File: src/rtl/psf_pkg.sv
// package for the predicate select filter: types, codes and constants
package psf_pkg;

   localparam int unsigned ROW_INDEX_W = 16;
   localparam int unsigned COUNT_W     = 17;
   localparam longint unsigned MAX_ROWS_DEFAULT = 64'd65536;

   typedef enum logic [1:0] {
      CSR_COMPARE_OP = 2'd0,
      CSR_THRESHOLD  = 2'd1,
      CSR_SINGLE     = 2'd2,
      CSR_LIMIT      = 2'd3
   } csr_index_type;

   typedef enum logic [2:0] {
      OP_EQ = 3'd0,
      OP_NE = 3'd1,
      OP_LT = 3'd2,
      OP_LE = 3'd3,
      OP_GT = 3'd4,
      OP_GE = 3'd5
   } compare_op_type;

   typedef struct packed {
      logic [63:0] value_bits;
      logic        is_null;
      logic        last_row;
   } req_type;

   typedef struct packed {
      logic [ROW_INDEX_W-1:0] row_index;
      logic                   selected;
      logic [COUNT_W-1:0]     selected_total;
      logic                   scan_done;
   } rsp_type;

endpackage

File: src/rtl/predicate_select_filter_top.sv
// predicate select filter: ieee compare of each row against a threshold, with counters
//
// Each row item yields one result item. The block takes one row in every cycle while the
// output is not held by rsp_ready: the input register feeds an ieee compare and the
// counter update, which land in the result register, so a row's result passes the
// input register and then the result register before it appears. The result stage is a
// single register that refills in the same cycle it is taken.
// Configuration writes are taken at any time but must only be made while idle.
module predicate_select_filter_top
   import psf_pkg::*;
#(
   parameter longint unsigned MAX_ROWS = MAX_ROWS_DEFAULT,
   localparam int unsigned ROW_W = (MAX_ROWS <= 64'd2) ? 1 : $clog2(MAX_ROWS)
) (
   input  logic        clock,
   input  logic        reset,
   input  logic        req_valid,
   output logic        req_ready,
   input  req_type     req_data,
   output logic        rsp_valid,
   input  logic        rsp_ready,
   output rsp_type     rsp_data,
   input  logic        csr_valid,
   output logic        csr_ready,
   input  logic [1:0]  csr_index,
   input  logic [63:0] csr_data
);

   localparam logic [ROW_W-1:0]   ROW_LAST  = ROW_W'(MAX_ROWS - 64'd1);
   localparam logic [COUNT_W-1:0] COUNT_MAX = {COUNT_W{1'b1}};

   logic [2:0]  op_ff;
   logic [63:0] thr_ff;
   logic        single_ff;
   logic [COUNT_W-1:0] limit_ff;

   logic        in_valid_ff;
   req_type     in_ff;
   logic        out_valid_ff;
   rsp_type     out_ff;
   logic [ROW_W-1:0]   row_ff, row_in;
   logic [COUNT_W-1:0] cnt_ff, cnt_in;

   logic advance;
   assign advance   = !out_valid_ff || rsp_ready;
   assign req_ready = !in_valid_ff || advance;
   assign csr_ready = 1'b1;

   always_ff @(posedge clock) begin
      if (reset) begin
         op_ff     <= OP_EQ;
         thr_ff    <= '0;
         single_ff <= 1'b0;
         limit_ff  <= '0;
      end else if (csr_valid) begin
         unique case (csr_index)
            CSR_COMPARE_OP: op_ff     <= csr_data[2:0];
            CSR_THRESHOLD:  thr_ff    <= csr_data;
            CSR_SINGLE:     single_ff <= csr_data[0];
            CSR_LIMIT:      limit_ff  <= csr_data[COUNT_W-1:0];
            default: ;
         endcase
      end
   end

   // ieee compare: map to sign-magnitude order, handle nan and signed zero
   logic a_nan, b_nan, both_zero, a_neg, b_neg, mag_lt, mag_eq;
   logic eq, lt, gt, match;
   logic [62:0] a_mag, b_mag;
   always_comb begin
      if (single_ff) begin
         a_neg = in_ff.value_bits[31];
         b_neg = thr_ff[31];
         a_mag = {32'd0, in_ff.value_bits[30:0]};
         b_mag = {32'd0, thr_ff[30:0]};
         a_nan = (in_ff.value_bits[30:23] == 8'hff) && (in_ff.value_bits[22:0] != '0);
         b_nan = (thr_ff[30:23] == 8'hff) && (thr_ff[22:0] != '0);
      end else begin
         a_neg = in_ff.value_bits[63];
         b_neg = thr_ff[63];
         a_mag = in_ff.value_bits[62:0];
         b_mag = thr_ff[62:0];
         a_nan = (in_ff.value_bits[62:52] == 11'h7ff) && (in_ff.value_bits[51:0] != '0);
         b_nan = (thr_ff[62:52] == 11'h7ff) && (thr_ff[51:0] != '0);
      end
      mag_lt    = a_mag < b_mag;
      mag_eq    = a_mag == b_mag;
      both_zero = (a_mag == '0) && (b_mag == '0);
      eq = !a_nan && !b_nan && (both_zero || (mag_eq && a_neg == b_neg));
      if (a_nan || b_nan || eq)  lt = 1'b0;
      else if (a_neg != b_neg)   lt = a_neg;
      else                       lt = a_neg ? (!mag_lt && !mag_eq) : mag_lt;
      gt = !a_nan && !b_nan && !eq && !lt;
      case (op_ff)
         OP_EQ:   match = eq;
         OP_NE:   match = !eq;
         OP_LT:   match = lt;
         OP_LE:   match = lt || eq;
         OP_GT:   match = gt;
         OP_GE:   match = gt || eq;
         default: match = 1'b0;
      endcase
   end

   logic room, sel;
   logic [COUNT_W-1:0] cnt_next;
   always_comb begin
      room     = (limit_ff == '0) || (cnt_ff < limit_ff);
      sel      = match && !in_ff.is_null && room;
      cnt_next = (sel && cnt_ff != COUNT_MAX) ? cnt_ff + 1'b1 : cnt_ff;
      if (in_ff.last_row) begin
         row_in = '0;
         cnt_in = '0;
      end else begin
         row_in = (row_ff == ROW_LAST) ? '0 : row_ff + 1'b1;
         cnt_in = cnt_next;
      end
   end

   logic fire;
   assign fire = in_valid_ff && advance;

   always_ff @(posedge clock) begin
      if (reset) begin
         in_valid_ff  <= 1'b0;
         out_valid_ff <= 1'b0;
         row_ff       <= '0;
         cnt_ff       <= '0;
      end else begin
         if (req_ready) in_valid_ff <= req_valid;
         if (advance)   out_valid_ff <= in_valid_ff;
         if (fire) begin
            row_ff <= row_in;
            cnt_ff <= cnt_in;
         end
      end
   end

   always_ff @(posedge clock) begin
      if (req_ready && req_valid) in_ff <= req_data;
      if (fire) begin
         out_ff.row_index      <= ROW_INDEX_W'({{(64 - ROW_W){1'b0}}, row_ff});
         out_ff.selected       <= sel;
         out_ff.selected_total <= cnt_next;
         out_ff.scan_done      <= in_ff.last_row;
      end
   end

   assign rsp_valid = out_valid_ff;
   assign rsp_data  = out_ff;

   a_hold: assert property (@(posedge clock) disable iff (reset)
      rsp_valid && !rsp_ready |=> rsp_valid && $stable(rsp_data))
      else $error("result changed while stalled");
   a_clear: assert property (@(posedge clock) disable iff (reset)
      fire && in_ff.last_row |=> row_ff == '0 && cnt_ff == '0)
      else $error("counters not cleared after last row");
   a_limit: assert property (@(posedge clock) disable iff (reset)
      fire && limit_ff != '0 && cnt_ff >= limit_ff |-> !sel)
      else $error("row selected past limit");
   a_null: assert property (@(posedge clock) disable iff (reset)
      fire && in_ff.is_null |-> !sel)
      else $error("null row selected");

endmodule
File: config.mk
export PLATFORM = sky130hd
export DESIGN_NAME = predicate_select_filter_top
export DESIGN_NICKNAME = d
export VERILOG_FILES = /design/src/rtl/psf_pkg.sv /design/src/rtl/predicate_select_filter_top.sv
export SDC_FILE = /design/constraint.sdc
export NUM_CORES = 1
export LEC_CHECK = 0
export BUFFER_PORTS_ARGS = -buffer_cell sky130_fd_sc_hd__buf_2
export CAP_MARGIN = 20
export CORE_MARGIN = 3
export CORE_UTILIZATION = 58
export CTS_CLUSTER_SIZE = 30
export DETAILED_ROUTE_END_ITERATION = 16
export PLACE_DENSITY = 0.82
export SYNTH_ARGS = -nofsm -noshare
export SYNTH_HDL_FRONTEND = slang
export SYNTH_SLANG_ARGS = --single-unit
File: constraint.sdc
create_clock -name clock -period 11.6 [get_ports clock]
set_clock_uncertainty 0.1 [all_clocks]
set_input_delay 1.16 -clock clock [delete_from_list [all_inputs] [get_ports clock]]
set_output_delay 1.16 -clock clock [all_outputs]
set_load 0.02 [all_outputs]
==> impl_metrics.toml <==
[worst_setup_path]
timing.setup.critical_path_class = "reg -> reg"
timing.critical_path.required_ns = 11.76
critPathArrivalTime_ns = 4.69
crit_fanout = 70
worst_setup_path_end_kind = "register"
r2r.worst_path.cells = 13
r2r_slack_ns = 7.07
timing.critical_path.from_type = "register"
reg2reg_from = "single_ff"
worst_setup_path_startpoint = "single_ff"
reg2reg_to = "rsp_data[16]"
worst_setup_path_endpoint = "rsp_data[16]"

[detailed_routing]
detail_route.wirelength_microns = 25400
detail_route.drc_violations = 0
wl_per_cell_microns = 16.4
drt.antenna.violating_nets = 0
vias_per_cell = 5.82
detailedRoute.firstIterationViolations = 583
drt_first_pass_iters = 6
vias = 9052

[timing]
max_slew.worst_pin.slew_ns = 1.10
fin_tns_setup_ns = 0
timing.final.hold_violations = 0
worst_slack_ns = 7.07
fmax_mhz = 221
post-route-period-util_pct = 39.0
period_minus_slack_ns = 4.53
maxSlewHeadroom_pct = 26.8
drv_slew = 0
report.final.setup_viol = 0
grt_setup_unrepaired = "no"
worst_hold_slack_ns = 0.354

[clocking]
clk_transition_reported_paths_ns = 0.06
clk_root_buffer_cell = "clkbuf_16"
holdBufCountCts = 0
cts-buffers-inserted = 24
post_cts.repair.setup_buffers = 0
insertion_delay_ns = 0.52
tritoncts = "yes"
post_cts_resize_count = 0
h_tree_level_count = 1
clock-sinks = 221
maximum_root_to_sink_buffer_count = 3

[power]
seqPwrFrac_pct = 47.7
switching_share_pct = 23.5
psw_uw = 429
vdd_drop_max_mv = 0.126
power.leakage_uw = 0.00485
internal_power_uw = 1400
power.share.combinational_pct = 9.3
clock_power_share_pct = 43.0
powerDensity_nw_per_um2 = 143

[floorplanning]
floorplan.rows = 49
initial_utilization_pct = 59.7
dieHeight_microns = 143
die-area_sq_um = 20400
floorplan.core_area_sq_um = 18200
die_w_microns = 143
top_level_ports = 175

[grt]
number_of_global_route_vias_before_repair = 8756
grt_pass1_wl_microns = 41700
gr-usage-all-layers_pct = 24.9
grt_start_max_net_pins = 105
antenna_found_initial = 0
overflow = 0

[logic_synthesis]
synth_sequential_area_ratio_pct = 50.0
synth-seq-cells = 221
avg_synthesized_cell_area_sq_um = 9.45
netlist_area_sq_um = 10900
synth_cell_type_count = 55
ys.warnings.count = 0
synth_cells = 1150
post_synth_arst_share_pct = 0
synth_edf_count = 101
most_frequently_used_flop_master_after_synthesis = "dfxtp_1"
synth.net_count = 1369

[min_path]
min_path_cells = 2
hold_path.class = "reg -> reg"

[layout]
most-common-layout-cells = "nand2_1 (205), buf_2 (172), a21oi_1 (121)"
final_net_count = 1526
drive_above_1_share_pct = 17.3
most_frequent_standard_cell_in_the_layout_excluding_fill_and_tap_cells = "nand2_1"
area_growth_pct = 17.0
n_antenna_cell = 0

[status]
status = "finished clean"

[job]
max-cap-violations = 0

[placed_design]
pre_cts_ws_ns = 7.14
gp_congestion = 0.871
numPortBuffers = 173
detailed_place_hpwl_microns = 18000
routing by layer:
layer | GRT usage (%) | wire, microns | up-vias
met3 | 4.22 | 1960 | 60
li1 | - | - | 4424
met2 | 39.7 | 11600 | 360
met5 | 0 | 0 | -
met4 | 7.50 | 634 | 0
met1 | 35.2 | 11300 | 4208
how the worst min path moves through the flow:
| stage | from | to | slack (ns) |
|---|---|---|---|
| 6_report | limit_ff[14] | limit_ff[14] | 0.35 |
| 5_1_grt | limit_ff[13] | limit_ff[13] | 0.39 |
| 4_1_cts | limit_ff[14] | limit_ff[14] | 0.36 |
| 3_5_place_dp | thr_ff[63] | thr_ff[63] | 0.35 |
| 3_3_place_gp | thr_ff[63] | thr_ff[63] | 0.34 |
| 2_1_floorplan | row_ff[12] | rsp_data[31] | 0.33 |
critical path, stage by stage (launching register included):
cell and delay [ns]:
dfxtp_2 0.97, nor2b_1 0.17, ha_1 0.38, nand4_1 0.13
nor4_1 0.38, nand4_1 0.23, o2bb2ai_1 0.22, a21o_1 0.16
a21oi_1 0.07, and4bb_1 0.35, o31ai_4 0.08, buf_4 0.27
or4_4 0.59, xnor2_1 0.13
synthesized netlist by cell type (all sizes together), types with 7 or more instances:
cell | count | area, sq um
nand2 | 205 | 769
a21oi | 121 | 606
dfxtp | 120 | 2400
edfxtp | 101 | 3030
ha | 82 | 1030
inv | 60 | 225
nor2 | 51 | 191
nand4 | 45 | 282
nor2b | 43 | 269
clkbuf | 41 | 154
nor4 | 40 | 256
nand2b | 34 | 213
nand3 | 26 | 130
o21ai | 25 | 125
nor3 | 23 | 115
xor2 | 19 | 166
a2bb2oi | 9 | 78.8
xnor2 | 9 | 78.8
and3 | 8 | 50.1
a21o | 7 | 52.6
or3 | 7 | 43.8
or4 | 7 | 60.1
flip-flops by register name (all words and copies together), names as in the netlist:
register and count:
single_ff 1, row_ff 16, thr_ff 64, rsp_data 35, cnt_ff 17, op_ff 3, limit_ff 17, in_valid_ff 1
rsp_valid 1, in_ff 66
area by class of cell:
cell class              instances  area (sq um)
clock buffers                  31           678
repair buffers                178           906
clock inverters                13           154
well taps                     229           287
flip-flops and latches        221          5440
inverters                      60           225
multi-input cells             822          5030
fillers                      1358          5490
power by group through the flow:
| stage | registers [uW] | clock network [uW] | logic, uW |
|---|---|---|---|
| floorplan | 885 | 0 | 104 |
| global placement | 886 | 0 | 164 |
| detailed placement | 886 | 0 | 169 |
| CTS | 869 | 796 | 171 |
| global route | 873 | 829 | 193 |
| finish | 870 | 784 | 170 |
per-stage QoR:
stage / total power, uW / std cells / util (%) / area, sq um
2_1_floorplan: 989 / 1150 / - / 10900
5_1_grt: 1890 / 1554 / 69.8 / 12700
6_report: 1820 / 1554 / 69.8 / 12700
4_1_cts: 1840 / 1554 / 69.8 / 12700
3_3_place_gp: 1050 / 1510 / 65.3 / 11900
3_5_place_dp: 1050 / 1510 / 65.3 / 11900
cells by family (layout without fill, tap and decap cells):
| family | after synthesis | in the layout | synth area share (%) |
|---|---|---|---|
| DFF | 221 | 221 | 50.0 |
| AOI/OAI and AO/OA | 198 | 198 | 10.7 |
| other | 1 | 1 | 0.0345 |
| muxes | 8 | 8 | 0.760 |
| adders and majority gates | 82 | 82 | 9.44 |
| and+or+nand+nor | 505 | 505 | 23.1 |
| xor gates and xnor gates | 28 | 28 | 2.26 |
| buffers and inverters | 107 | 282 | 3.78 |
No activity file was read; power rests on OpenSTA's default activity.
